[src/rtl/bdht_pkg.sv]
// Shared types and constants for the bucketed double-hash table.
// No dependencies.
package bdht_pkg;

   localparam int SLOTS     = 4096;
   localparam int SLOT_W    = $clog2(SLOTS);
   localparam int KEY_W     = 64;
   localparam int MSIZE_W   = 13;
   localparam int BASE_W    = SLOT_W + MSIZE_W;
   localparam int DIV_BITS  = 4;                    // dividend bits per cycle
   localparam int DIV_STEPS = KEY_W / DIV_BITS;
   localparam int DCNT_W    = $clog2(DIV_STEPS);

   localparam logic [1:0] FN_FIND    = 2'd0;
   localparam logic [1:0] FN_INSERT  = 2'd1;
   localparam logic [1:0] FN_RELEASE = 2'd2;

   localparam logic [1:0] ST_NEW     = 2'd0;
   localparam logic [1:0] ST_PRESENT = 2'd1;
   localparam logic [1:0] ST_MISS    = 2'd2;
   localparam logic [1:0] ST_REJECT  = 2'd3;

   localparam logic [1:0] OP_REJECT  = 2'd0;
   localparam logic [1:0] OP_RELEASE = 2'd1;
   localparam logic [1:0] OP_FIND    = 2'd2;
   localparam logic [1:0] OP_INSERT  = 2'd3;

   typedef struct packed {
      logic [1:0]        func;
      logic [KEY_W-1:0]  key;
      logic [11:0]       bucket_index;
      logic [11:0]       slot_in;
   } req_type;

   typedef struct packed {
      logic [1:0]  status;
      logic [11:0] slot;
   } rsp_type;

   // classified item handed from front to back
   typedef struct packed {
      logic [1:0]        op;
      logic [KEY_W-1:0]  key;
      logic [SLOT_W-1:0] base;
      logic [SLOT_W-1:0] offs;
      logic [SLOT_W-1:0] step;
      logic [SLOT_W-1:0] slot;
   } q_entry_type;

endpackage

[src/rtl/bdht_queue.sv]
// Two-entry queue between front and back ends.
// Uses bdht_pkg.
module bdht_queue import bdht_pkg::*; (
   input  logic        clock,
   input  logic        reset,
   input  logic        push,
   input  q_entry_type push_data,
   input  logic        pop,
   output q_entry_type pop_data,
   output logic        full,
   output logic        empty
);
   q_entry_type ent_ff [2];
   q_entry_type ent_in [2];
   logic        wp_ff, wp_in, rp_ff, rp_in;
   logic [1:0]  cnt_ff, cnt_in;

   assign full     = (cnt_ff == 2'd2);
   assign empty    = (cnt_ff == 2'd0);
   assign pop_data = ent_ff[rp_ff];

   always_comb begin
      ent_in[0] = ent_ff[0];
      ent_in[1] = ent_ff[1];
      wp_in  = wp_ff;
      rp_in  = rp_ff;
      cnt_in = cnt_ff;
      if (push && !full) begin
         ent_in[wp_ff] = push_data;
         wp_in = ~wp_ff;
         cnt_in = cnt_in + 2'd1;
      end
      if (pop && !empty) begin
         rp_in = ~rp_ff;
         cnt_in = cnt_in - 2'd1;
      end
   end

   always_ff @(posedge clock) begin
      if (reset) begin
         wp_ff  <= 1'b0;
         rp_ff  <= 1'b0;
         cnt_ff <= '0;
      end else begin
         wp_ff  <= wp_in;
         rp_ff  <= rp_in;
         cnt_ff <= cnt_in;
      end
      ent_ff[0] <= ent_in[0];
      ent_ff[1] <= ent_in[1];
   end
endmodule

[config.mk]
export PLATFORM = sky130hd
export DESIGN_NAME = bdht_queue
export DESIGN_NICKNAME = d
export VERILOG_FILES = /design/src/rtl/bdht_pkg.sv /design/src/rtl/bdht_queue.sv
export SDC_FILE = /design/constraint.sdc
export NUM_CORES = 1
export LEC_CHECK = 0
export ABC_AREA = 1
export BUFFER_PORTS_ARGS = -buffer_cell sky130_fd_sc_hd__buf_2
export CORE_UTILIZATION = 41
export CTS_BUF_LIST = sky130_fd_sc_hd__clkbuf_8
export CTS_CLUSTER_DIAMETER = 80
export DETAILED_ROUTE_END_ITERATION = 8
export GPL_ROUTABILITY_DRIVEN = 0
export HOLD_SLACK_MARGIN = 0.02
export PLACE_DENSITY = 0.67
export SLEW_MARGIN = 10
export SYNTH_ARGS = -nofsm -noshare
export SYNTH_HDL_FRONTEND = slang
export SYNTH_SLANG_ARGS = --single-unit
[constraint.sdc]
create_clock -name clock -period 11.6 [get_ports clock]
set_input_delay 1.16 -clock clock [delete_from_list [all_inputs] [get_ports clock]]
set_output_delay 1.16 -clock clock [all_outputs]
set_load 0.01 [all_outputs]
# After elaboration in Yosys (flattened, before gate mapping)
# Memories as Yosys holds them, arrays and structs flattened. A register that Yosys moved wholly into a read port is not among the register bits.
# Index checks and enable logic that the tools add are counted.
# totals
ramBits	228
rom_bits	0
mem_count	1
latch_bits	0
output_inout_bits	116
reg_bits	4
elab_cells	26
# mem_list
memory	depth	width	read_ports	rd_clocked_by_memory_dff	wr	line	rtl
ent_ff	2	114	3	1	2	bdht_queue.sv:13	q_entry_type ent_ff [2];
# classes
reduce_logical	6
n_bitwise	3
multipliers	0
n_mux	8
n_addsub	2
n_shift	0
div_mod_pow	0
magnitude_cmp	2
eq_ne	1
# op_table
operator	count
bitwise mux 228 bit	1
2-to-1 mux 228 bit	1
demux 114 bit (select 1 bit)	1
2-to-1 mux 114 bit	1
2-to-1 mux 2 bit	2
logical AND 1 bit	3
adder 2 x 1 -> 2 bit, second input constant	1
equality test 2 bit, second input constant	1
greater-or-equal comparator 2 bit, second input constant	1
zero test 1 bit	2
zero test 2 bit	1
< comparator 2 x 1 -> 1 bit, second input constant	1
2-to-1 mux 1 bit	2
inverter 1 bit	2
inverter 1 -> 2 bit	1
subtractor 2 x 1 -> 2 bit, second input constant	1

# Longest topological paths before layout
# depth
ltp_word	7
mapped_depth	9
ltp_nobuf	9

# Worst setup path before layout
# No wires, ideal clock.
# synth_timing
path_kind	in2reg
start	input push
end	memory ent_ff[1][0] (netlist bit), enable pin
stages	2
setup_time_ns	0.590
path_buffers	0
arrival_ns	6.037
slack_ns	4.973
path_cell_list	nand2_1 -> nor2_1
# synth_lines
item	line	rtl
start: declaration	bdht_queue.sv:6	input logic push,
end: declaration	bdht_queue.sv:13	

==> results.md <==
- Summed over all cells, the static leakage comes to 4.227 nW.
- The number of hold buffers added after CTS is 0.
- The smallest clock period supported by the final layout is computed as 4146 ps.
- The fraction of layout cells with a size suffix above 1 is 58.95%.
- The delay of the slowest cell on the worst path is 910 ps.
- For this run, the number of Yosys warnings is 0.
- The number of nets in the final layout is 777.
- IR analysis of the VDD net gives a maximum drop of 0.0001012 V.
- The global-route congestion overflow total is 0.
- The synthesized cell area is 8720 µm².
- The total number of cells along the worst setup path is 3.
- The number of hold-slack violations in the final timing report was 0.
- For the worst setup path, the data required time is 10,440 ps.
- The first global-routing pass estimated 23.96 mm of wire.
- At the worst endpoint, the arrival time is 2990 ps.
- The maximum clock frequency is 241.2 MHz.
- When the netlist entered floorplanning its net count stood at 511.
- Global routing consumed, over all layers together, 14.19% of the routing resources.
- The critical path capture point type is an output pin.
- The number of setup violations in the final report is 0.
- The I/O pin total is 234.
- The pin count of the biggest net entering global routing is 72.
- The detail route stage leaves a number of antenna-violating nets equal to 0.
- For this configuration, the core starts out at a cell density of 42.41%.
- The post-synthesis to final-layout area growth is 24.72%.
- Dividing the synthesized area by the synthesized cell count gives 22.30 µm².
- The wire length per cell is 16.50 µm.
- Across all layers, the routed design uses 4,455 vias.
- The die is 147.8 µm tall.
- The detailed router finished its first iteration with 169 violations.
- The areal power density over the cells is 192.3 nW/µm².
- In this run the tool buffered the top-level ports with 233 buffer cells.
- The number of antenna violations at the first check in global routing is 2.
- The area inside the core boundary is 20,560 µm².
- The path type of the worst min-delay path is reg2reg.
- The clock power share is 31.0%.
- Setup slack closes at 7454 ps.
- The kind of start point of the critical path is a flip-flop.
- The detailed-placement wirelength estimate is 10.20 mm.
- The clock-pin transition on the worst setup and hold timing paths is 50 ps.
- Along the worst path, the maximum fanout reaches 60.
- The CTS tree is built.
- The cell internal power dissipation is 1.564 mW.
- The final worst-path cycle share is 35.74%.
- Measured in cells, the most critical reg-to-reg path has a length of 7.
- The portion of total power attributed to combinational logic is 17.9%.
- The CTS H-tree depth is 2.
- The flop and latch count out of synthesis is 233.
- Setup repair after global routing left no endpoint under its margin.
- After synthesis, the netlist uses 15 different library cells.
- The slowest stage of the critical path is the sky130_fd_sc_hd__dfxtp_4 cell.
- The number of buffers added by the clock tree synthesis step is 39.
- Across the routed clock network, the largest skew measured is 14.08 ps.
- Counting instances, the worst hold path has a depth of 2.
- Setup total negative slack on the finished layout was measured at 0 ps.
- Row generation in the floorplan step produced 52 rows.
- The via density per instance is 4.655.
- The clock sink count is 233.
- The floorplan die width is 147.8 µm.
- The number of fill cells in the layout is 1,713.
- The run finished with clean final reports.
- The maximum clock insertion buffer count is 3.
- The area occupied by multi-input gates is 1639 µm².
- The post-CTS setup-driven buffer insertion count is 0.
- The cell sitting at the root of the clock tree is a sky130_fd_sc_hd__clkbuf_8.
- The sequential share of the synthesized area is 79.67%.
- In the final layout, flip-flops and latches occupy 6950 µm².
- The worst-margin pin slew is 960.9 ps.
- The signal on the critical path passes through buf_4, mux2_2, buf_2.
- The count of final max-slew check failures is 0.
- The cell count after synthesis is 391.
- The classification of the worst setup path is reg2out.
- The overall die area is 21,860 µm².
- The total buffers and inverters traversed by the critical path is 2.
- The insertion delay to the later sink of the worst-skew pair is 510 ps.
- The setup slack at placement is 7714 ps.
- The analysis attributes to net switching a power of 527.5 µW.
- The detailed-route DRC error count is 0.
- Max-cap violations in this run came to 0.
- The number of gates resized after CTS was 0.
- The number of global-route vias before repair is 4,800.
- The detailed-routing iteration count for the pre-antenna-repair pass is 4.
- The family of cells with the greatest summed delay on the critical path is buffers and inverters.
- The final layout contains routed wiring with a total length of 15.79 mm.
- The switching part of the total is 25.22%.
- The headroom to the max-slew limit is 35.94%.
- The sequential cell fraction of total power is 51.1%.
- The repair_antennas step left the layout with diodes totalling 0.
[worst paths after layout]
| path | startpoint | endpoint | slack, ps |
|---|---|---|---|
| worst max-delay path | flip-flop | pop_data[109] | 7450 |
| worst min-delay path | rp_ff | flip-flop | 470 |
| worst max register to register | cnt_ff[0] | ent_ff[1][97] | 8350 |
| worst min register to register | rp_ff | flip-flop | 470 |
[routing by layer]
layer,GRT usage [%],vias up,routed length (µm)
li1,-,2078,-
met1,16.80,2146,6509
met2,23.94,201,7539
met3,4.846,28,1456
met4,5.258,2,267
met5,0,-,13
[area by class of cell]
| cell class | count | share of cell area [%] |
|---|---|---|
| Sequential cell | 233 | 63.91 |
| Multi-Input combinational cell | 137 | 15.07 |
| Timing Repair Buffer | 238 | 11.07 |
| Clock buffer | 44 | 5.568 |
| Tap cell | 270 | 3.106 |
| Clock inverter | 27 | 1.001 |
| Inverter | 8 | 0.2761 |
[power by group through the flow]
stage / Combinational, mW / Sequential (mW) / Clock (mW)
after floorplan: 0.260 / 1.08 / 0
after global placement: 0.374 / 1.08 / 0
after CTS: 0.381 / 1.07 / 0.677
after detailed placement: 0.379 / 1.09 / 0
final: 0.374 / 1.07 / 0.649
after global routing: 0.403 / 1.08 / 0.710
[cells in the final DEF, fill, tap and decap left out, drive strengths merged]
| cell type | count |
|---|---|
| nor3 | 1 |
| clkbuf | 44 |
| dfxtp | 5 |
| buf | 238 |
| inv | 16 |
| a21oi | 4 |
| edfxtp | 228 |
| nand2 | 7 |
| o21ai | 2 |
| mux2 | 114 |
| clkinv | 19 |
| ha | 2 |
| nor2 | 5 |
| nand3 | 2 |
[through the flow]
stage / area (µm²) / hold WS, ps / power, mW / util, % / instances
floorplan: 8720 / 447.4 / 1.338 / - / 391
global placement: 10160 / 452.9 / 1.455 / 49.42 / 886
detailed placement: 10160 / 457.9 / 1.466 / 49.42 / 886
CTS: 10880 / 470.5 / 2.128 / 52.90 / 957
global route: 10880 / 530.3 / 2.190 / 52.90 / 957
finish: 10880 / 467.5 / 2.092 / 52.90 / 957
[cell usage after synthesis]
| cell | n | area share [%] |
|---|---|---|
| sky130_fd_sc_hd__edfxtp_1 | 228 | 79 |
| sky130_fd_sc_hd__mux2_4 | 60 | 10 |
| sky130_fd_sc_hd__mux2_2 | 54 | 7.0 |
| sky130_fd_sc_hd__inv_1 | 8 | 0.34 |
| sky130_fd_sc_hd__buf_6 | 7 | 0.90 |
| sky130_fd_sc_hd__nand2_1 | 7 | 0.30 |
| sky130_fd_sc_hd__buf_2 | 5 | 0.29 |
| sky130_fd_sc_hd__dfxtp_1 | 5 | 1.1 |
| sky130_fd_sc_hd__nor2_1 | 5 | 0.22 |
| sky130_fd_sc_hd__a21oi_1 | 4 | 0.23 |
| sky130_fd_sc_hd__ha_1 | 2 | 0.29 |
| sky130_fd_sc_hd__nand3_1 | 2 | 0.11 |
| sky130_fd_sc_hd__o21ai_0 | 2 | 0.11 |
| sky130_fd_sc_hd__buf_8 | 1 | 0.17 |
| sky130_fd_sc_hd__nor3_1 | 1 | 0.057 |
[flip-flops by register name, summed over array words and instances (netlist names), named ones only]
name,cells
cnt_ff,2
ent_ff,228
rp_ff,1
wp_ff,1
[worst reg2reg max path, cell delays in order (launching register included)]
cell and delay, ps:
sky130_fd_sc_hd__dfxtp_1 330, sky130_fd_sc_hd__inv_1 80, sky130_fd_sc_hd__ha_1 220, sky130_fd_sc_hd__inv_1 90, sky130_fd_sc_hd__nand2_1 180, sky130_fd_sc_hd__nor2_4 720, sky130_fd_sc_hd__buf_4 590, sky130_fd_sc_hd__buf_4 650
[kinds of logic after synthesis]
group / synth area share [%]
flops: 79.67
fa+ha+maj: 0.2869
mux: 17.31
simple gates: 0.6888
compound gates: 0.3444
buf+inv: 1.708
Note: power is estimated with default switching activity, not from simulation.
