==> config.mk <==
export PLATFORM = sky130hd
export DESIGN_NAME = bdht_front
export DESIGN_NICKNAME = d
export VERILOG_FILES = /design/src/rtl/bdht_pkg.sv /design/src/rtl/bdht_front.sv
export SDC_FILE = /design/constraint.sdc
export NUM_CORES = 1
export LEC_CHECK = 0
export ABC_AREA = 1
export BUFFER_PORTS_ARGS = -buffer_cell sky130_fd_sc_hd__buf_2
export CAP_MARGIN = 20
export CORE_MARGIN = 1
export CORE_UTILIZATION = 34
export DETAILED_ROUTE_END_ITERATION = 12
export GPL_TIMING_DRIVEN = 0
export PLACE_DENSITY = 0.5
export SLEW_MARGIN = 25
export SYNTH_ARGS = -nofsm -noshare
export SYNTH_HDL_FRONTEND = slang
export SYNTH_SLANG_ARGS = --single-unit
export TNS_END_PERCENT = 10
==> constraint.sdc <==
create_clock -name clock -period 11 [get_ports clock]
set_input_delay 0.55 -clock clock [delete_from_list [all_inputs] [get_ports clock]]
set_output_delay 0.55 -clock clock [all_outputs]
set_load 0.1 [all_outputs]
==> src/rtl/bdht_pkg.sv <==
// Shared types and constants for the bucketed double-hash table.
// No dependencies.
package bdht_pkg;

   localparam int SLOTS     = 4096;
   localparam int SLOT_W    = $clog2(SLOTS);
   localparam int KEY_W     = 64;
   localparam int MSIZE_W   = 13;
   localparam int BASE_W    = SLOT_W + MSIZE_W;
   localparam int DIV_BITS  = 4;                    // dividend bits per cycle
   localparam int DIV_STEPS = KEY_W / DIV_BITS;
   localparam int DCNT_W    = $clog2(DIV_STEPS);

   localparam logic [1:0] FN_FIND    = 2'd0;
   localparam logic [1:0] FN_INSERT  = 2'd1;
   localparam logic [1:0] FN_RELEASE = 2'd2;

   localparam logic [1:0] ST_NEW     = 2'd0;
   localparam logic [1:0] ST_PRESENT = 2'd1;
   localparam logic [1:0] ST_MISS    = 2'd2;
   localparam logic [1:0] ST_REJECT  = 2'd3;

   localparam logic [1:0] OP_REJECT  = 2'd0;
   localparam logic [1:0] OP_RELEASE = 2'd1;
   localparam logic [1:0] OP_FIND    = 2'd2;
   localparam logic [1:0] OP_INSERT  = 2'd3;

   typedef struct packed {
      logic [1:0]        func;
      logic [KEY_W-1:0]  key;
      logic [11:0]       bucket_index;
      logic [11:0]       slot_in;
   } req_type;

   typedef struct packed {
      logic [1:0]  status;
      logic [11:0] slot;
   } rsp_type;

   // classified item handed from front to back
   typedef struct packed {
      logic [1:0]        op;
      logic [KEY_W-1:0]  key;
      logic [SLOT_W-1:0] base;
      logic [SLOT_W-1:0] offs;
      logic [SLOT_W-1:0] step;
      logic [SLOT_W-1:0] slot;
   } q_entry_type;

endpackage

==> src/rtl/bdht_front.sv <==
// Front end: accepts items, screens them and works out the start offset and
// probe step by serial remainder. Uses bdht_pkg.
module bdht_front import bdht_pkg::*; (
   input  logic               clock,
   input  logic               reset,
   input  logic               start,
   input  req_type            req_data,
   input  logic               hold,
   input  logic [MSIZE_W-1:0] msize,
   output logic               front_busy,
   output logic               q_push,
   output q_entry_type        q_entry,
   input  logic               q_full
);
   localparam logic [1:0] F_IDLE = 2'd0;
   localparam logic [1:0] F_DIV  = 2'd1;
   localparam logic [1:0] F_PUSH = 2'd2;

   logic [1:0]         state_ff, state_in;
   logic [DCNT_W-1:0]  cnt_ff, cnt_in;
   logic [KEY_W-1:0]   dvd1_ff, dvd1_in, dvd2_ff, dvd2_in;
   logic [MSIZE_W-1:0] r1_ff, r1_in, r2_ff, r2_in;
   logic [BASE_W-1:0]  base_ff, base_in;
   q_entry_type        ent_ff, ent_in;
   logic [MSIZE_W-1:0] mdec;
   logic [MSIZE_W:0]   t1, t2;
   logic               accept, quick_rej;
   logic [BASE_W:0]    span_end;

   assign mdec   = msize - MSIZE_W'(1);
   assign accept = start && !front_busy && !hold;
   assign front_busy = (state_ff != F_IDLE);
   assign span_end = {1'b0, base_ff} + (BASE_W+1)'(msize);

   always_comb begin
      state_in = state_ff;
      cnt_in   = cnt_ff;
      dvd1_in  = dvd1_ff;
      dvd2_in  = dvd2_ff;
      r1_in    = r1_ff;
      r2_in    = r2_ff;
      base_in  = base_ff;
      ent_in   = ent_ff;
      q_push   = 1'b0;
      t1       = '0;
      t2       = '0;
      // unused function code, or a find/insert with empty key or zero size
      quick_rej = (req_data.func != FN_FIND && req_data.func != FN_INSERT &&
                   req_data.func != FN_RELEASE) ||
                  (req_data.func != FN_RELEASE &&
                   (req_data.key == '0 || msize == '0));
      case (state_ff)
         F_IDLE: begin
            if (accept) begin
               ent_in.key  = req_data.key;
               ent_in.slot = req_data.slot_in;
               ent_in.offs = '0;
               ent_in.step = '0;
               ent_in.base = '0;
               base_in = BASE_W'(req_data.bucket_index * msize);
               dvd1_in = req_data.key;
               dvd2_in = {5'd0, req_data.key[KEY_W-1:5]} + KEY_W'(1);
               r1_in   = '0;
               r2_in   = '0;
               cnt_in  = '0;
               if (quick_rej) begin
                  ent_in.op = OP_REJECT;
                  state_in  = F_PUSH;
               end else if (req_data.func == FN_RELEASE) begin
                  ent_in.op = OP_RELEASE;
                  state_in  = F_PUSH;
               end else begin
                  ent_in.op = (req_data.func == FN_INSERT) ? OP_INSERT : OP_FIND;
                  state_in  = F_DIV;
               end
            end
         end
         F_DIV: begin
            for (int i = 0; i < DIV_BITS; i++) begin
               t1 = {r1_in, dvd1_ff[KEY_W-1-i]};
               if (t1 >= {1'b0, msize}) t1 = t1 - {1'b0, msize};
               r1_in = t1[MSIZE_W-1:0];
               t2 = {r2_in, dvd2_ff[KEY_W-1-i]};
               if (t2 >= {1'b0, mdec}) t2 = t2 - {1'b0, mdec};
               r2_in = t2[MSIZE_W-1:0];
            end
            dvd1_in = dvd1_ff << DIV_BITS;
            dvd2_in = dvd2_ff << DIV_BITS;
            cnt_in  = cnt_ff + DCNT_W'(1);
            if (cnt_ff == DCNT_W'(DIV_STEPS - 1)) begin
               state_in = F_PUSH;
               // bucket of one slot: always offset 0
               if (msize < MSIZE_W'(2)) begin
                  ent_in.offs = '0;
                  ent_in.step = '0;
               end else begin
                  ent_in.offs = r1_in[SLOT_W-1:0];
                  ent_in.step = r2_in[SLOT_W-1:0] + SLOT_W'(1);
               end
               if (span_end > (BASE_W+1)'(SLOTS)) ent_in.op = OP_REJECT;
               ent_in.base = base_ff[SLOT_W-1:0];
            end
         end
         F_PUSH: begin
            if (!q_full) begin
               q_push   = 1'b1;
               state_in = F_IDLE;
            end
         end
         default: state_in = F_IDLE;
      endcase
   end

   assign q_entry = ent_ff;

   always_ff @(posedge clock) begin
      if (reset) begin
         state_ff <= F_IDLE;
         cnt_ff   <= '0;
      end else begin
         state_ff <= state_in;
         cnt_ff   <= cnt_in;
      end
      dvd1_ff <= dvd1_in;
      dvd2_ff <= dvd2_in;
      r1_ff   <= r1_in;
      r2_ff   <= r2_in;
      base_ff <= base_in;
      ent_ff  <= ent_in;
   end
endmodule

Word level (Yosys, flattened, before mapping) --
Cells that the tools add are included. Widths: inputs -> output; s select.
Cells by class: multiplexer cells 42, $mul 1, magnitude comparators 10, reduce and logical (&&, ||, !) cells 20, add/subtract/negate cells 13, eq/ne operators 11
Operator list (count):
- $pmux 64 s2 | 2
- $mux 13 | 16
- $mux 64 | 2
- $mux 114 | 1
- $ge 14x13->1 | 8
- $sub 13x13->13 | 8
- $pmux 36 s2 | 1
- $logic_not 64->1 | 1
- $add 59x1->60 const B | 1
- $pmux 13 s2 | 2
- $mux 36 | 1
- $add 25x13->26 | 1
- $gt 26x13->1 const B | 1
- $mul 12x13->25 | 1
- $mux 24 | 1
- $mux 2 | 9
- $logic_not 13->1 | 1
- $lt 13x2->1 const B | 1
- $sub 13x1->13 const B | 1
- $add 12x1->12 const B | 1
- $ne 2x2->1 const B | 5
- $pmux 4 s2 | 1
- $pmux 2 s3 | 1
- $reduce_and 3->1 | 2
- other kinds (15) | 28
Storage, ports and cells: input bits 108, bits in registers 299

Longest topological paths before layout --
Gate-level depths: netlist (run 1).
depth after elaboration 17, mapped depth 75

Worst setup path before layout (run 1) --
No wires, ideal clock.
path kind input to register, from input port msize[1], to register ent_ff, in the netlist q_entry[22] (data pin), data arrival time 10211 ps, cell stages on the path 70, setup slack 536 ps, path buffers 7, cell sequence inv_1 > ha_1 > nand2_1 > nor2_4 > nand4_1 > o21a_1 > ha_1 > inv_1 > nor2_1 > or3b_2 > nor2_1 > nand2_1 > nor2_2 > nor2_4 > nand2_4 > clkbuf_1 > clkbuf_1 > a21oi_1 > (+34 left out) > inv_1 > a221o_1 > nand3_1 > a21oi_1 > nand3_2 > nand2_1 > nand2_2 > nand3_4 > buf_12 > o21ai_2 > inv_1 > ha_1 > nand2_1 > nor2_4 > nand3_2 > nor2_1 > nor2_1 > nor2_1
RTL lines:
- start: declaration | line bdht_front.sv:9 | input logic [MSIZE_W-1:0] msize,
- end signal: assignment | line bdht_front.sv:129 | ent_ff <= ent_in;
- end: declaration | line bdht_front.sv:24 | q_entry_type ent_ff, ent_in;

==> results of run 1 <==
## path summary, 6_finish.rpt
path,end,cells past startpoint,slack [ns],from
setup reg to reg,q_entry[27],52,0.87,dvd1_ff[63]
hold / removal,q_entry[11],1,0.15,req_data[11]
hold reg to reg,cnt_ff[3],1,0.47,cnt_ff[3]
setup / recovery,q_entry[20],69,0.76,msize[0]
## flip-flops by register name (all words and copies together) (netlist names)
register  flops
base_ff      25
dvd2_ff      64
r1_ff        13
cnt_ff        4
r2_ff        13
state_ff      2
q_entry     114
dvd1_ff      64
## cells in the mapped netlist, types with 11 or more instances
master      n
o31ai_1    15
edfxtp_1  293
inv_2      11
nand2_1   668
ha_1      174
inv_1     444
nor3_1     24
a21oi_1   150
nand2_2    27
nor2_4     13
or2_2      13
clkbuf_1   61
xnor2_1    37
xor2_1     82
nor2_1    204
fa_1      119
o211ai_1   24
nand3_1   149
o21bai_1   17
nand4_1    36
nor4_1     22
o21ai_0   116
## routing by layer
layer	track usage [%]	part of all wire, %	up-vias
met3	2.93	4.5	89
met5	0	0	-
met1	25.4	44	9592
met4	4.96	2.2	0
met2	36.1	50	461
li1	-	-	9877
## per-stage QoR
step           util, %  hold WS [ns]   TNS, ns
2_1_floorplan        -         0.433         0
3_3_place_gp      37.6         0.462   -414.63
3_5_place_dp      37.9         0.461    -81.68
4_1_cts           39.7         0.112   -0.0471
5_1_grt           39.9         0.116  -0.00813
6_report          39.9         0.155         0
## final cells by class
cell class	count	area [µm²]
buffer	71	328
clock buffer	45	987
clock inverter	21	198
fill	7182	42100
inverter	456	1740
multi-input combinational	1993	13200
sequential	299	8920
tap	940	1180
timing repair buffer	241	1350
## logic make-up (layout without fill, tap and decap cells)
kind of cell    after synthesis  count (layout)  share of synthesized area [%]
xor+xnor                    119             119                           4.33
compound gates              386             386                           9.42
buf+inv                     532             834                           8.47
simple gates               1193            1193                           21.6
mux                           2               2                         0.0884
flops                       299             299                           37.1
fa+ha+maj                   293             293                           19.0
## critical path: cells and delay by family
kind	cells	cell delay (ns)
AO/OA/AOI/OAI	15	2.56
adder cells (fa/ha/maj)	6	1.75
buffers and inverters	11	1.54
AND/OR/NAND/NOR	37	4.10
## cell usage in the layout, fill, tap and decap left out, drive strengths merged, types with 15 or more instances in the layout
cell type / instances
o21ai: 126
ha: 174
xor2: 82
nand2: 700
nor2: 224
buf: 257
inv: 453
nor3: 24
o31ai: 15
nand4: 36
xnor2: 37
nor4: 22
fa: 119
a21oi: 152
o211ai: 24
edfxtp: 293
o21bai: 17
clkbuf: 100
clkinv: 19
nand3: 156
## what timing repair did
| item | CTS | global route |
|---|---|---|
| gates resized for setup | 33 | 49 |
| buffers inserted | 3 | 8 |
| pin swaps | 1 | 5 |
| endpoints found under the hold margin | 0 | 0 |
| setup endpoints to repair | 50 | 47 |
==> results.md, run 1 <==
- Layout cells sized above 1: 13.9%
- Bufs on Longest Clock Path: 3
- CP most frequent cell: nand2_1
- Die area: 0.0718 mm²
- Post-synth ARST share: 0%
- Root buf cell: clkbuf_16
- Crit path kind: input port to flop
- Critical path required time: 11.32 ns
- CTS Buf Count: 38
- Max incr delay on CP: 0.47 ns
- Total track usage: 20.2%
- Vias: 20000
- Largest area contributor in the netlist: edfxtp_1
- Post-synth net total: 3225
- HPWL after DPL: 56700 µm
- Detailed Route WL: 71500 µm
- Core area: 0.0700 mm²
- Clock Latency Late Sink: 0.58 ns
- Post-synth EDFFs: 293
- Max frequency: 0.0976 GHz
- Top cells by area, synth: edfxtp_1, nand2_1, fa_1, ha_1, inv_1
- Cells after Synth: 2824
- Slew headroom: 34.1%
- Max Clock Skew: 0.0257 ns
- Worst EP arrival: 10.57 ns
- IO Port Bufs: 223
- Cell Area, Synth: 0.0241 mm²
- Io pins: 224
- Tmin final: 10.24 ns
- Most common flop cell mapped by yosys: edfxtp_1
- Sink Count: 299
- Final hold violation count: 0
- First-pass DRT Iterations: 5
- GP Congestion: 0.896
- Via/cell ratio: 4.92
- # hold bufs at CTS: 0
- DR WL/cell: 17.6 µm
- FF+latch count, synth: 299
- Crit path capture type: flop
- CP startpoint kind: input port
- Setup WS pre-CTS: -2.56 ns
- Initial Util: 34.3%
- Cell Count, Final, Fillers Out: 4066
- Nets@finish: 3501
- Run status: finished, final reports clean
- Largest net degree at the start of global routing: 91
- Vias in the first global route: 20400
- DRC viols: 0
- H-tree depth: 2
- Area grow syn2layout: 16.2%
- Pins Over Slew Limit: 0
- Worst-path fanout max: 24
- 1st-iter DRT viols: 1178
- Final Cell Area: 0.0279 mm²
- Max-Cap Viols: 0
- Die width: 268 µm
- Worst slew pin tran: 0.988 ns
- First-pass GRT wire length: 112000 µm
- Slowest-stage cell, CP: or3b_2
- Reg clk slew, reported paths: 0.06 ns
- Syn_area_per_cell: 8.52 µm²
- Placed insts: 3994
- Worst setup margin: 0.755 ns
- Setup Viol. Count Final: 0
- # diodes: 0
- Antenna-violating nets left: 0
- Placement Cell Area: 0.0265 mm²
- Yosys warning total: 0
- Site row count: 97
- Initial antenna violation count: 1
- Unique cell type count in the Yosys netlist: 58
- Final Cycle Share: 93.1%
- CTS tree: built
- Yosys top cell area share: 36.6%
- Grt total ovfl: 0
- Sequential element share of the synthesized area: 37.1%
- Worst Hold Class: input port to flop
- Chip height: 268 µm
Power of run 1 is not shown: default switching activity piles up to over one toggle a cycle in this logic, so the estimate is an artifact.
==> inputs of run 2 (changes only) <==
--- a/config.mk
+++ b/config.mk
@@ -11,4 +11,5 @@
 export CORE_MARGIN = 1
 export CORE_UTILIZATION = 34
+export CTS_BUF_LIST = sky130_fd_sc_hd__clkbuf_8 sky130_fd_sc_hd__clkbuf_16
 export DETAILED_ROUTE_END_ITERATION = 12
 export GPL_TIMING_DRIVEN = 0
==> constraint.sdc (replaced) <==
create_clock -name clock -period 11 [get_ports clock]
set_input_delay 1.65 -clock clock [delete_from_list [all_inputs] [get_ports clock]]
set_output_delay 1.65 -clock clock [all_outputs]
set_load 0.1 [all_outputs]
==> results.md, run 2 (synthesis gave the netlist of run 1 again) <==
- Via/cell ratio: 4.96 (+0.65%)
- Clock Latency Late Sink: 0.57 ns (about the same)
- DRC viols: 0 (unchanged)
- Worst hold slack: 0.472 ns (+0.317 ns)
- IO Port Bufs: 223 (unchanged)
- Crit path capture type: flop
- Core area: 0.0700 mm² (unchanged)
- HPWL after DPL: 56700 µm (about the same)
- Commonest non-fill, non-tap cell in the layout: nand2_1
- Final Cycle Share: 95.7% (+2.6 points)
- CP bufs+invs: 13 (+2)
- Grt total ovfl: 0 (unchanged)
- CP top delay family: simple AND/OR/NAND/NOR gates
- Vias in the first global route: 20700 (+1.4%)
- Slowest-stage cell, CP: or3b_2
- Total track usage: 20.3% (+0.079 points)
- GP Congestion: 0.880 (-1.8%)
- Worst Setup EP: q_entry[20]
- Crit path kind: input port to flop
- CP startpoint kind: input port
- First-pass GRT wire length: 113000 µm (+0.61%)
- H-tree depth: 2 (unchanged)
- Reg clk slew, reported paths: 0.05 ns (about the same)
- # diodes: 0 (unchanged)
- CTS Buf Count: 37 (-2.6%)
- Worst setup path startpoint: msize[1]
- Critical path required time: 11.31 ns (about the same)
- Antenna-violating nets left: 0 (unchanged)
- R2R cell count: 49 (-5.8%)
- Die width: 268 µm (unchanged)
- Max-Cap Viols: 0 (unchanged)
- Worst slew pin tran: 1.01 ns (+0.0187 ns)
- Final Cell Area: 0.0286 mm² (+2.5%)
- Io pins: 224 (unchanged)
- Chip height: 268 µm (unchanged)
- Site row count: 97 (unchanged)
- Worst EP arrival: 10.84 ns (+0.27 ns)
- Final hold violation count: 0 (unchanged)
- Area grow syn2layout: 19.0%
- Max reg flops: 114 (unchanged)
- Slew headroom: 32.9% (-1.2 points)
- CTS tree: built
- Run status: finished, final reports clean
- Sink Count: 299 (unchanged)
- Worst Hold Path Cells: 1 (unchanged)
- Crit path depth: 71 (+2.9%)
- # fillers: 7145 (-0.52%)
- Setup Viol. Count Final: 0 (unchanged)
- Detailed Route WL: 72100 µm (+0.86%)
- Initial antenna violation count: 1 (unchanged)
- 1st-iter DRT viols: 1146 (-2.7%)
- Initial Util: 34.3% (unchanged)
- Root buf cell: clkbuf_16
- Crit Reg-Reg Startpoint: dvd1_ff[63]
- Met1 usage: 25.4% (about the same)
- Largest net degree at the start of global routing: 96 (+5.5%)
- Grt met3 use: 2.74% (-0.19 points)
- Tmin final: 10.53 ns (+0.287 ns)
- Vias: 20400 (+1.7%)
- Worst r2r dst: q_entry[25]
- Worst-path fanout max: 13 (-46%)
- Placement Cell Area: 0.0266 mm² (+0.25%)
- Flop2flop setup slack: 1.48 ns (+0.61 ns)
- Setup_tns: 0 ns (unchanged)
- Max incr delay on CP: 0.47 ns (about the same)
- CP most frequent cell: nand2_1
- Most frequent cells in the layout: nand2_1, inv_1, edfxtp_1
- Gr busiest metal: met2
- Max Clock Skew: 0.0341 ns (+0.00842 ns)
- First-pass DRT Iterations: 5 (unchanged)
- Nets@finish: 3544 (+1.2%)
- Max frequency: 0.0950 GHz (-2.7%)
- Pins Over Slew Limit: 0 (unchanged)
- Met2 Track Usage GR: 36.3% (+0.18 points)
- Layout cells sized above 1: 16.2% (+2.3 points)
- Die area: 0.0718 mm² (unchanged)
- Bufs on Longest Clock Path: 3 (unchanged)
- Worst Hold Class: flop to flop
- DR WL/cell: 17.5 µm (-0.22%)
-- run 2: changes by cell type in the layout (fill, tap and decap cells not counted), sizes merged --
cell / delta
buf: +43
bufinv: +3
clkbuf: -7
clkinv: -4
clkinvlp: +1
inv: +8
-- run 2: how the worst min path moves through the flow --
stage	startpoint	to	slack (ns)
after floorplan	cnt_ff[3]	cnt_ff[3]	0.43
after global placement	cnt_ff[3]	cnt_ff[3]	0.46
after detailed placement	cnt_ff[3]	cnt_ff[3]	0.46
after CTS	cnt_ff[3]	cnt_ff[3]	0.47
after global routing	cnt_ff[3]	cnt_ff[3]	0.52
final	cnt_ff[3]	cnt_ff[3]	0.47
-- run 2: stage by stage --
step | utilization (%) | std cells | setup slack [ns]
after detailed placement | 37.9 | 3994 | -2.60
after global placement | 37.7 | 3987 | -3.47
after global routing | 40.9 | 4110 | -0.110
final | 40.9 | 4110 | 0.468
after floorplan | - | 2824 | 0.0161
after CTS | 40.1 | 4080 | 0.0304
-- run 2: cell type report --
cell class	count	area (µm²)	area share [%]
plain buffers	71	362	1.26
clock buffers	37	926	3.23
inverters	456	1760	6.15
clock inverters	29	277	0.966
well taps	940	1180	4.11
repair buffers	285	1710	5.98
multi-input cells	1993	13500	47.1
flip-flops and latches	299	8920	31.2
-- run 2: timing repair --
action / CTS / global route
resized for setup: 59 / 84
pin swaps: 8 / 27
endpoints found under the setup margin: 50 / 45
endpoints found under the hold margin: 0 / 0
hold buffers: 0 / 0
cloned: 0 / 2
setup buffers: 24 / 29
-- run 2: routing by layer --
| metal | routed length, µm | share of wire [%] |
|---|---|---|
| met5 | 0 | 0 |
| met4 | 1880 | 2.6 |
| met3 | 3250 | 4.5 |
| met2 | 36000 | 50 |
| met1 | 31000 | 43 |
Power of run 2 is left out for the same reason.
